[src/rtl/dwt_pkg.sv]
// ----------------------------------------------------------------------------
// dwt_pkg: shared types and constants for the dual wheel tachometer
// Field widths, fixed-point constants, register indexes and the lane
// command/status structs.
// ----------------------------------------------------------------------------
package dwt_pkg;

    localparam int CountBits = 16;
    localparam logic [CountBits-1:0] CountMax = {CountBits{1'b1}};

    localparam int TimeBits  = 32;
    localparam int SlotBits  = 8;
    localparam int DiaBits   = 16;
    localparam int ScaleBits = 16;
    localparam int DivBits   = TimeBits + SlotBits;
    localparam int RpmBits   = 15;
    localparam int QBits     = RpmBits + 1;
    localparam int StepBits  = $clog2(QBits);
    localparam int NumBits   = CountBits + ScaleBits;
    localparam int DshBits   = DivBits + RpmBits;

    localparam int PiBits      = 18;
    localparam int P1Bits      = DiaBits + RpmBits;
    localparam int P2Bits      = P1Bits + PiBits;
    localparam int SpeedShift  = 18;
    localparam int XBits       = P2Bits - SpeedShift;
    localparam int SpeedLimit  = 491520;
    localparam int XNarrow     = $clog2(SpeedLimit);
    localparam int RecipBits   = 20;
    localparam int RecipShift  = 23;
    localparam int ProdBits    = XNarrow + RecipBits;

    localparam logic [ScaleBits-1:0] RpmScale   = 16'd60000;
    localparam logic [RpmBits-1:0]   OutMax     = 15'h7fff;
    localparam logic [PiBits-1:0]    PiQ16      = 18'd205887;
    localparam logic [RecipBits-1:0] RecipFifteen = 20'd559240;
    localparam logic [XNarrow-1:0]   Fifteen    = XNarrow'(15);

    localparam int CfgIdxBits  = 1;
    localparam int CfgDataBits = 16;
    localparam logic [CfgIdxBits-1:0] RegWheelDia = 1'b0;
    localparam logic [CfgIdxBits-1:0] RegSlots    = 1'b1;
    localparam logic [DiaBits-1:0]    DiaReset    = 16'd65;
    localparam logic [SlotBits-1:0]   SlotsReset  = 8'd20;

    typedef enum logic [1:0] {
        T_IDLE,
        T_DIV,
        T_WAIT
    } t_top_state;

    typedef enum logic [3:0] {
        L_IDLE,
        L_NUM,
        L_LOAD,
        L_DIV,
        L_RPM,
        L_MUL,
        L_PI,
        L_RECIP,
        L_FIX,
        L_DONE
    } t_lane_state;

    typedef struct packed {
        logic               take;
        logic               pulse;
        logic               close;
        logic               ack;
        logic [DiaBits-1:0] dia;
        logic [DivBits-1:0] div;
    } t_lane_cmd;

    typedef struct packed {
        logic               done;
        logic [RpmBits-1:0] rpm;
        logic [RpmBits-1:0] speed;
    } t_lane_stat;

endpackage

[src/rtl/dwt_lane.sv]
// ----------------------------------------------------------------------------
// dwt_lane: one wheel channel
// Saturating pulse counter, iterative rpm divider and fixed-point speed
// conversion for a single wheel.
// ----------------------------------------------------------------------------
module dwt_lane (
    input  logic               i_clk,
    input  logic               i_rst_n,
    input  dwt_pkg::t_lane_cmd i_cmd,
    output dwt_pkg::t_lane_stat o_stat
);

    dwt_pkg::t_lane_state r_state, n_state;

    logic [dwt_pkg::CountBits-1:0] r_count;
    logic [dwt_pkg::CountBits-1:0] r_hold;
    logic [dwt_pkg::NumBits-1:0]   r_num;
    logic [dwt_pkg::DshBits-1:0]   r_dsh;
    logic [dwt_pkg::QBits-1:0]     r_q;
    logic [dwt_pkg::StepBits-1:0]  r_step;
    logic [dwt_pkg::RpmBits-1:0]   r_rpm;
    logic [dwt_pkg::P1Bits-1:0]    r_p1;
    logic [dwt_pkg::P2Bits-1:0]    r_p2;
    logic [dwt_pkg::XNarrow-1:0]   r_x;
    logic [dwt_pkg::RpmBits-1:0]   r_qe;
    logic                          r_ssat;
    logic [dwt_pkg::RpmBits-1:0]   r_speed;

    logic [dwt_pkg::CountBits-1:0] w_bump;
    logic                          w_ge;
    logic [dwt_pkg::XBits-1:0]     w_x;
    logic [dwt_pkg::ProdBits-1:0]  w_prod;
    logic [dwt_pkg::XNarrow-1:0]   w_rem;

    assign w_bump = (r_count == dwt_pkg::CountMax) ? r_count
                                                   : r_count + dwt_pkg::CountBits'(1);
    assign w_ge   = {(dwt_pkg::DshBits - dwt_pkg::NumBits)'(0), r_num} >= r_dsh;
    assign w_x    = r_p2[dwt_pkg::P2Bits-1:dwt_pkg::SpeedShift];
    assign w_prod = dwt_pkg::ProdBits'(w_x[dwt_pkg::XNarrow-1:0])
                  * dwt_pkg::ProdBits'(dwt_pkg::RecipFifteen);
    assign w_rem  = r_x - dwt_pkg::XNarrow'(r_qe) * dwt_pkg::Fifteen;

    always_ff @(posedge i_clk) begin
        if (!i_rst_n) begin
            r_state <= dwt_pkg::L_IDLE;
        end else begin
            r_state <= n_state;
        end
    end

    always_comb begin
        n_state = r_state;
        unique case (r_state)
            dwt_pkg::L_IDLE:  if (i_cmd.take && i_cmd.close) n_state = dwt_pkg::L_NUM;
            dwt_pkg::L_NUM:   n_state = dwt_pkg::L_LOAD;
            dwt_pkg::L_LOAD:  n_state = dwt_pkg::L_DIV;
            dwt_pkg::L_DIV:   if (r_step == '0) n_state = dwt_pkg::L_RPM;
            dwt_pkg::L_RPM:   n_state = dwt_pkg::L_MUL;
            dwt_pkg::L_MUL:   n_state = dwt_pkg::L_PI;
            dwt_pkg::L_PI:    n_state = dwt_pkg::L_RECIP;
            dwt_pkg::L_RECIP: n_state = dwt_pkg::L_FIX;
            dwt_pkg::L_FIX:   n_state = dwt_pkg::L_DONE;
            dwt_pkg::L_DONE:  if (i_cmd.ack) n_state = dwt_pkg::L_IDLE;
            default:          n_state = dwt_pkg::L_IDLE;
        endcase
    end

    // count pulses; a closing transfer counts its own pulse first
    always_ff @(posedge i_clk) begin
        if (!i_rst_n) begin
            r_count <= '0;
        end else if (r_state == dwt_pkg::L_IDLE && i_cmd.take) begin
            if (i_cmd.close) begin
                r_count <= '0;
            end else if (i_cmd.pulse) begin
                r_count <= w_bump;
            end
        end
    end

    always_ff @(posedge i_clk) begin
        unique case (r_state)
            dwt_pkg::L_IDLE: begin
                r_hold <= i_cmd.pulse ? w_bump : r_count;
            end
            dwt_pkg::L_NUM: begin
                r_num <= dwt_pkg::NumBits'(r_hold) * dwt_pkg::NumBits'(dwt_pkg::RpmScale);
            end
            dwt_pkg::L_LOAD: begin
                r_dsh  <= {i_cmd.div, dwt_pkg::RpmBits'(0)};
                r_q    <= '0;
                r_step <= dwt_pkg::StepBits'(dwt_pkg::QBits - 1);
            end
            dwt_pkg::L_DIV: begin
                if (w_ge) begin
                    r_num <= r_num - r_dsh[dwt_pkg::NumBits-1:0];
                end
                r_q    <= {r_q[dwt_pkg::QBits-2:0], w_ge};
                r_dsh  <= r_dsh >> 1;
                r_step <= r_step - dwt_pkg::StepBits'(1);
            end
            dwt_pkg::L_RPM: begin
                r_rpm <= r_q[dwt_pkg::QBits-1] ? dwt_pkg::OutMax
                                               : r_q[dwt_pkg::RpmBits-1:0];
            end
            dwt_pkg::L_MUL: begin
                r_p1 <= dwt_pkg::P1Bits'(i_cmd.dia) * dwt_pkg::P1Bits'(r_rpm);
            end
            dwt_pkg::L_PI: begin
                r_p2 <= dwt_pkg::P2Bits'(r_p1) * dwt_pkg::P2Bits'(dwt_pkg::PiQ16);
            end
            dwt_pkg::L_RECIP: begin
                r_ssat <= w_x >= dwt_pkg::XBits'(dwt_pkg::SpeedLimit);
                r_x    <= w_x[dwt_pkg::XNarrow-1:0];
                r_qe   <= w_prod[dwt_pkg::RecipShift +: dwt_pkg::RpmBits];
            end
            dwt_pkg::L_FIX: begin
                if (r_ssat) begin
                    r_speed <= dwt_pkg::OutMax;
                end else if (w_rem >= dwt_pkg::Fifteen) begin
                    r_speed <= r_qe + dwt_pkg::RpmBits'(1);
                end else begin
                    r_speed <= r_qe;
                end
            end
            default: begin
                r_hold <= r_hold;
            end
        endcase
    end

    assign o_stat.done  = (r_state == dwt_pkg::L_DONE);
    assign o_stat.rpm   = r_rpm;
    assign o_stat.speed = r_speed;

endmodule

[src/rtl/dual_wheel_tachometer_unit.sv]
// ----------------------------------------------------------------------------
// dual_wheel_tachometer_unit: two-wheel pulse-count tachometer
// Input transfers carry pulse flags and a millisecond time; a transfer with
// s_axis_tlast set closes the window and yields one rpm/speed result.
// Input tdata:  [0] left_pulse, [1] right_pulse, [33:2] now_ms, [39:34] zero.
// Input tlast:  window_close.
// Output tdata: [14:0] l_rpm, [29:15] r_rpm, [44:30] l_speed,
//               [59:45] r_speed, [91:60] update_time_ms, [95:92] zero.
// Config: i_cfg_we writes i_cfg_data to register i_cfg_idx
//         (0 wheel diameter in mm, 1 slots per revolution).
// A transfer without tlast leaves s_axis_tready high. A closing transfer
// keeps s_axis_tready low while the window is evaluated: the divisor product,
// a 16-step restoring divider in each wheel lane, then three multiply stages
// and a reciprocal correction for speed. The result then enters the output
// register; the next transfer is accepted while it waits there. If the
// receiver still holds an older result, the lanes wait until it is taken.
// Reset clears counters, the last close time (to 0), the output valid and
// restores the register defaults.
// ----------------------------------------------------------------------------
module dual_wheel_tachometer_unit (
    input  logic                             i_clk,
    input  logic                             i_rst_n,
    input  logic                             s_axis_tvalid,
    output logic                             s_axis_tready,
    input  logic [39:0]                      s_axis_tdata,  // left_pulse, right_pulse, now_ms
    input  logic                             s_axis_tlast,
    output logic                             m_axis_tvalid,
    input  logic                             m_axis_tready,
    output logic [95:0]                      m_axis_tdata,  // l_rpm, r_rpm, l_spd, r_spd, time
    input  logic                             i_cfg_we,
    input  logic [dwt_pkg::CfgIdxBits-1:0]   i_cfg_idx,
    input  logic [dwt_pkg::CfgDataBits-1:0]  i_cfg_data
);

    dwt_pkg::t_top_state r_state, n_state;

    logic [dwt_pkg::DiaBits-1:0]  r_dia;
    logic [dwt_pkg::SlotBits-1:0] r_slots;
    logic [dwt_pkg::TimeBits-1:0] r_last;
    logic [dwt_pkg::TimeBits-1:0] r_now;
    logic [dwt_pkg::TimeBits-1:0] r_elapsed;
    logic [dwt_pkg::DivBits-1:0]  r_div;
    logic                         r_out_valid;
    logic [91:0]                  r_out_data;

    logic                         w_take;
    logic                         w_load;
    logic [dwt_pkg::TimeBits-1:0] w_now;
    logic [dwt_pkg::TimeBits-1:0] w_elapsed;

    dwt_pkg::t_lane_cmd  w_cmd_l, w_cmd_r;
    dwt_pkg::t_lane_stat w_stat_l, w_stat_r;

    assign w_take    = s_axis_tvalid && s_axis_tready;
    assign w_now     = s_axis_tdata[33:2];
    assign w_elapsed = w_now - r_last;

    always_ff @(posedge i_clk) begin
        if (!i_rst_n) begin
            r_state <= dwt_pkg::T_IDLE;
        end else begin
            r_state <= n_state;
        end
    end

    always_comb begin
        n_state       = r_state;
        s_axis_tready = 1'b0;
        w_load        = 1'b0;
        unique case (r_state)
            dwt_pkg::T_IDLE: begin
                s_axis_tready = 1'b1;
                if (s_axis_tvalid && s_axis_tlast) n_state = dwt_pkg::T_DIV;
            end
            dwt_pkg::T_DIV: begin
                n_state = dwt_pkg::T_WAIT;
            end
            dwt_pkg::T_WAIT: begin
                if (w_stat_l.done && w_stat_r.done && (!r_out_valid || m_axis_tready)) begin
                    w_load  = 1'b1;
                    n_state = dwt_pkg::T_IDLE;
                end
            end
            default: begin
                n_state = dwt_pkg::T_IDLE;
            end
        endcase
    end

    always_ff @(posedge i_clk) begin
        if (!i_rst_n) begin
            r_dia   <= dwt_pkg::DiaReset;
            r_slots <= dwt_pkg::SlotsReset;
        end else if (i_cfg_we) begin
            unique case (i_cfg_idx)
                dwt_pkg::RegWheelDia: r_dia   <= i_cfg_data[dwt_pkg::DiaBits-1:0];
                dwt_pkg::RegSlots:    r_slots <= i_cfg_data[dwt_pkg::SlotBits-1:0];
                default:              r_dia   <= r_dia;
            endcase
        end
    end

    always_ff @(posedge i_clk) begin
        if (!i_rst_n) begin
            r_last <= '0;
        end else if (w_take && s_axis_tlast) begin
            r_last <= w_now;
        end
    end

    // elapsed forced to 1 on a repeated time; divisor forced to 1 with no slots
    always_ff @(posedge i_clk) begin
        if (w_take && s_axis_tlast) begin
            r_now     <= w_now;
            r_elapsed <= (w_elapsed == '0) ? dwt_pkg::TimeBits'(1) : w_elapsed;
        end
        if (r_state == dwt_pkg::T_DIV) begin
            r_div <= (r_slots == '0) ? dwt_pkg::DivBits'(1)
                   : dwt_pkg::DivBits'(r_elapsed) * dwt_pkg::DivBits'(r_slots);
        end
    end

    always_comb begin
        w_cmd_l.take  = w_take;
        w_cmd_l.pulse = s_axis_tdata[0];
        w_cmd_l.close = s_axis_tlast;
        w_cmd_l.ack   = w_load;
        w_cmd_l.dia   = r_dia;
        w_cmd_l.div   = r_div;
        w_cmd_r       = w_cmd_l;
        w_cmd_r.pulse = s_axis_tdata[1];
    end

    dwt_lane u_lane_left (
        .i_clk   (i_clk),
        .i_rst_n (i_rst_n),
        .i_cmd   (w_cmd_l),
        .o_stat  (w_stat_l)
    );

    dwt_lane u_lane_right (
        .i_clk   (i_clk),
        .i_rst_n (i_rst_n),
        .i_cmd   (w_cmd_r),
        .o_stat  (w_stat_r)
    );

    always_ff @(posedge i_clk) begin
        if (!i_rst_n) begin
            r_out_valid <= 1'b0;
        end else if (w_load) begin
            r_out_valid <= 1'b1;
        end else if (m_axis_tready) begin
            r_out_valid <= 1'b0;
        end
    end

    always_ff @(posedge i_clk) begin
        if (w_load) begin
            r_out_data <= {r_now, w_stat_r.speed, w_stat_l.speed,
                           w_stat_r.rpm, w_stat_l.rpm};
        end
    end

    assign m_axis_tvalid = r_out_valid;
    assign m_axis_tdata  = {4'b0, r_out_data};

endmodule

[config.mk]
export PLATFORM = sky130hd
export DESIGN_NAME = dual_wheel_tachometer_unit
export DESIGN_NICKNAME = d
export VERILOG_FILES = /design/src/rtl/dwt_pkg.sv /design/src/rtl/dwt_lane.sv /design/src/rtl/dual_wheel_tachometer_unit.sv
export SDC_FILE = /design/constraint.sdc
export NUM_CORES = 2
export LEC_CHECK = 0
export BUFFER_PORTS_ARGS = -buffer_cell sky130_fd_sc_hd__buf_2
export CAP_MARGIN = 10
export CORE_UTILIZATION = 45
export DETAILED_ROUTE_END_ITERATION = 12
export GPL_ROUTABILITY_DRIVEN = 1
export GPL_TIMING_DRIVEN = 0
export PLACE_DENSITY = 0.61
export SKIP_CTS_REPAIR_TIMING = 1
export SLEW_MARGIN = 20
export SYNTH_ARGS = -nofsm -noshare
export SYNTH_HDL_FRONTEND = slang
export SYNTH_SLANG_ARGS = --single-unit
[constraint.sdc]
create_clock -name i_clk -period 7.35 [get_ports i_clk]
set_input_delay 0.3675 -clock i_clk [delete_from_list [all_inputs] [get_ports i_clk]]
set_output_delay 0.3675 -clock i_clk [all_outputs]
set_load 0.02 [all_outputs]
==> impl_metrics.prom <==
# TYPE chip_impl_metric gauge
chip_impl_metric{name="number_of_enable_flip_flop_cells_after_synthesis",unit=""} 696
chip_impl_metric{name="routed-via-count",unit=""} 61400
chip_impl_metric{name="place_congestion",unit=""} 0.907
chip_impl_metric{name="intPower",unit="W"} 0.0132
chip_impl_metric{name="post_synth_num_cell_types",unit=""} 87
chip_impl_metric{name="min_delay_path_depth",unit=""} 3
chip_impl_metric{name="antenna_found_initial",unit=""} 13
chip_impl_metric{name="fillCellCount",unit=""} 18000
chip_impl_metric{name="number_of_remaining_drc_errors",unit=""} 0
chip_impl_metric{name="initial_utilization",unit=""} 0.452
chip_impl_metric{name="layout_area_growth_over_synthesis",unit="%"} 9.96
chip_impl_metric{name="drv.max_cap_violation_count",unit=""} 0
chip_impl_info{name="synth.largest_area_cell",value="fa_1"} 1
chip_impl_metric{name="clkLatencyLatePin",unit="ns"} 0.77
chip_impl_metric{name="ys_seq_elements",unit=""} 795
chip_impl_metric{name="firstDrtPassIters",unit=""} 6
chip_impl_metric{name="leakage_component_of_the_power",unit="nW"} 46.7
chip_impl_metric{name="core.rowCount",unit=""} 163
chip_impl_metric{name="p_total",unit="W"} 0.0222
chip_impl_metric{name="globalRoute.totalOverflow",unit=""} 0
chip_impl_info{name="setup.worst_path.start",value="r_dia[10]"} 1
chip_impl_info{name="crit-reg2reg-capture",value="u_lane_right.r_p1[29]"} 1
chip_impl_metric{name="pin_count_of_the_biggest_net_entering_global_routing",unit=""} 69
chip_impl_metric{name="detail_route.iter0.violations",unit=""} 3413
chip_impl_metric{name="netSwitchingPower",unit="W"} 0.00896
chip_impl_metric{name="worstPathArrival",unit="ns"} 7.65
chip_impl_metric{name="post_synth.cell_area_avg",unit="um^2"} 10.1
chip_impl_info{name="timing.critical_path.max_delay_family",value="adder cells"} 1
chip_impl_metric{name="finalHoldViolations",unit=""} 0
chip_impl_info{name="ctsRootBufferMaster",value="clkbuf_16"} 1
chip_impl_metric{name="drive_above_1_share",unit=""} 0.0567
chip_impl_metric{name="cts.sinks",unit=""} 795
chip_impl_metric{name="synthesis.area",unit="um^2"} 89200
chip_impl_metric{name="detail_route.vias_per_cell",unit=""} 5.14
chip_impl_info{name="worst_path_max_delay_cell",value="fa_1"} 1
chip_impl_info{name="worst_r2r_startpoint",value="r_dia[10]"} 1
chip_impl_metric{name="timing_worst_slew_pin_value",unit="ns"} 1.13
chip_impl_metric{name="combinationalPowerShare",unit=""} 0.505
chip_impl_metric{name="vdd_drop_max",unit="uV"} 389
chip_impl_metric{name="worst_r2r_path_depth",unit=""} 28
chip_impl_metric{name="cellPowerDensity",unit="nW/um^2"} 226
chip_impl_metric{name="finalClockSkew",unit="ns"} 0.0583
chip_impl_metric{name="wire_length_of_the_first_global_routing_pass",unit="um"} 346000
chip_impl_info{name="cp-start-kind",value="register"} 1
chip_impl_metric{name="finalWirelength",unit="um"} 216000
chip_impl_metric{name="grt_pass1_vias",unit=""} 63600
chip_impl_metric{name="cp_data_required_time",unit="ns"} 7.86
chip_impl_metric{name="io_buffers",unit=""} 148
chip_impl_info{name="tritoncts",value="built"} 1
chip_impl_metric{name="die_height",unit="um"} 447
chip_impl_info{name="synth.cells.most_frequent",value="inv_1 (1,895), ha_1 (1,149), fa_1 (1,145), nand2_1 (799), edfxtp_1 (696)"} 1
chip_impl_metric{name="cts-root-to-sink-buffers",unit=""} 3
chip_impl_metric{name="slew-limit-headroom",unit=""} 0.248
chip_impl_info{name="rsz0062_at_grt",value="true"} 1
chip_impl_metric{name="num_io_pins",unit=""} 161
chip_impl_metric{name="yosysTopAreaCellShare",unit=""} 0.257
chip_impl_metric{name="place_worst_setup_slack",unit="ns"} -0.397
chip_impl_metric{name="clk_transition_reported_paths",unit="ns"} 0.06
chip_impl_metric{name="final_stage_net_count",unit=""} 11600
chip_impl_info{name="synth.top_cells.by_area",value="fa_1 (26%), edfxtp_1 (23%), ha_1 (16%)"} 1
chip_impl_info{name="run_status",value="complete, no violations"} 1
chip_impl_metric{name="die_area",unit="um^2"} 200000
chip_impl_metric{name="path_max_fanout",unit=""} 10
chip_impl_info{name="timing.hold.worst.class",value="primary input to register"} 1
chip_impl_metric{name="timing.final.setup_violations",unit=""} 0
chip_impl_metric{name="proportion_of_synthesized_chip_area_in_sequential_cells",unit=""} 0.257
chip_impl_info{name="commonest_register_cell_after_synthesis",value="edfxtp_1"} 1
chip_impl_metric{name="switching_share",unit=""} 0.404
chip_impl_metric{name="max_stage_delay",unit="ns"} 0.56
chip_impl_metric{name="post-route-worst-setup-slack",unit="ns"} 0.212
chip_impl_metric{name="ys_warn_count",unit=""} 0
chip_impl_info{name="post-synth-top-count-cell",value="inv_1"} 1
chip_impl_metric{name="timing.final.crit_share",unit=""} 0.971
chip_impl_metric{name="fmax",unit="MHz"} 140
chip_impl_info{name="worstSetupEndpointType",value="register"} 1
chip_impl_metric{name="synthArstFlopShare",unit=""} 0
chip_impl_info{name="worst-setup-path-type",value="register to register"} 1
chip_impl_metric{name="cts-buffers-inserted",unit=""} 95
chip_impl_metric{name="synthCells",unit=""} 8837
chip_impl_metric{name="seq_power_share",unit=""} 0.269
chip_impl_metric{name="worst-path-stages",unit=""} 28
chip_impl_metric{name="period_needed",unit="ns"} 7.14
chip_impl_metric{name="drv_slew",unit=""} 0
chip_impl_metric{name="ff2ff_setup_slack",unit="ns"} 0.21
chip_impl_metric{name="ant_nets",unit=""} 0
chip_impl_metric{name="half_perimeter_wire_length_after_detailed_placement",unit="um"} 177000
chip_impl_metric{name="core_area",unit="um^2"} 197000
chip_impl_info{name="min-delay-start",value="m_axis_tready"} 1
chip_impl_metric{name="floorplan.die.width",unit="um"} 447
chip_impl_metric{name="critPathBufInv",unit=""} 8
chip_impl_metric{name="wire_per_inst",unit="um"} 18.1
chip_impl_metric{name="grtUsageTotal",unit=""} 0.221
chip_impl_info{name="worst_setup_path_endpoint",value="u_lane_right.r_p1[29]"} 1
chip_impl_metric{name="cts_max_level",unit=""} 3
chip_impl_metric{name="p_clk_frac",unit=""} 0.226
==> logic make-up after synthesis <==
logic type | synth area share
other | 0.0000420
and+or+nand+nor | 0.120
DFF | 0.257
buffers and inverters | 0.0886
AOI/OAI and AO/OA | 0.0798
adders and majority gates | 0.418
xor gates and xnor gates | 0.0355
muxes | 0.00161
==> placed cells by master, fill, tap and decap left out, types with 46 or more instances in the layout <==
master / Yosys / final
nor3_1: 85 / 81
xor2_1: 124 / 124
nor2_1: 345 / 336
nand4_1: 47 / 47
o21bai_1: 46 / 46
nor2b_1: 63 / 62
o21a_1: 74 / 74
nand3_1: 96 / 96
buf_2: 3 / 160
and2_1: 490 / 490
a21oi_1: 283 / 282
clkbuf_1: 191 / 164
xnor2_1: 238 / 238
dlygate4sd3_1: 0 / 48
fa_1: 1145 / 1145
nand2b_1: 67 / 67
o21ai_0: 204 / 203
inv_1: 1895 / 1894
ha_1: 1149 / 1149
a21boi_0: 64 / 64
buf_4: 4 / 59
edfxtp_1: 696 / 696
a21o_1: 134 / 134
dfxtp_1: 99 / 99
clkbuf_16: 0 / 96
nand2_1: 799 / 799
==> layer usage <==
metal,global-route usage,share of wire,up-vias
li1,-,-,29200
met1,0.290,0.44,30600
met2,0.380,0.48,1312
met3,0.0277,0.050,296
met4,0.0659,0.031,8
met5,0,0.00021,-
==> worst min path at each step <==
stage / to
final: m_axis_tvalid
after global placement: r_out_data[36]
after global routing: m_axis_tvalid
after floorplan: r_out_data[30]
after CTS: r_now[25]
after detailed placement: r_out_data[30]
==> layout make-up <==
| type | instances | area (um^2) | share of cell area |
|---|---|---|---|
| multi-input cells | 5945 | 58600 | 0.597 |
| flip-flops and latches | 795 | 22900 | 0.233 |
| inverters | 1896 | 7120 | 0.0726 |
| well taps | 2640 | 3300 | 0.0337 |
| clock buffers | 121 | 2580 | 0.0263 |
| repair buffers | 277 | 2080 | 0.0212 |
| plain buffers | 204 | 846 | 0.00862 |
| clock inverters | 58 | 703 | 0.00717 |
| diodes | 4 | 10.0 | 0.000102 |
==> flip-flops by register name (all words and copies together), names as in the netlist, 19 cells and up <==
signal              flops
r_out_data             92
u_lane_left.r_dsh      55
u_lane_right.r_dsh     55
r_div                  40
r_elapsed              32
r_last                 32
r_now                  32
u_lane_left.r_num      32
u_lane_right.r_num     32
u_lane_left.r_p1       31
u_lane_left.r_p2       31
u_lane_right.r_p1      31
u_lane_right.r_p2      31
u_lane_left.r_x        19
u_lane_right.r_x       19
==> power groups by stage <==
| stage | Combinational (W) | Sequential [W] | Clock (W) |
|---|---|---|---|
| after floorplan | 0.00827 | 0.00595 | 0 |
| after global placement | 0.0108 | 0.00608 | 0 |
| after detailed placement | 0.0110 | 0.00606 | 0 |
| after CTS | 0.0111 | 0.00597 | 0.00513 |
| after global routing | 0.0127 | 0.00600 | 0.00528 |
| final | 0.0112 | 0.00596 | 0.00500 |
==> metrics by stage <==
step	TNS [ns]	instances	utilization	area (um^2)	hold WS, ns
floorplan	0	8840	-	89200	0.400
global placement	-0.637	11600	0.473	93300	0.401
detailed placement	-0.735	11700	0.476	93800	0.405
CTS	-0.883	11800	0.492	97100	-0.244
global route	-0.175	11900	0.497	98100	0.0311
finish	0	11900	0.497	98100	0.0377
==> worst register-to-register path, delay by kind of cell, from the launching register on <==
kind	cells	cell delay, ns
compound gates	10	2.02
xor+xnor	1	0.11
fa+ha+maj	7	3.40
buf+inv	8	0.75
flops	1	0.32
simple gates	2	0.30
No activity file was read; power rests on OpenSTA's default activity.
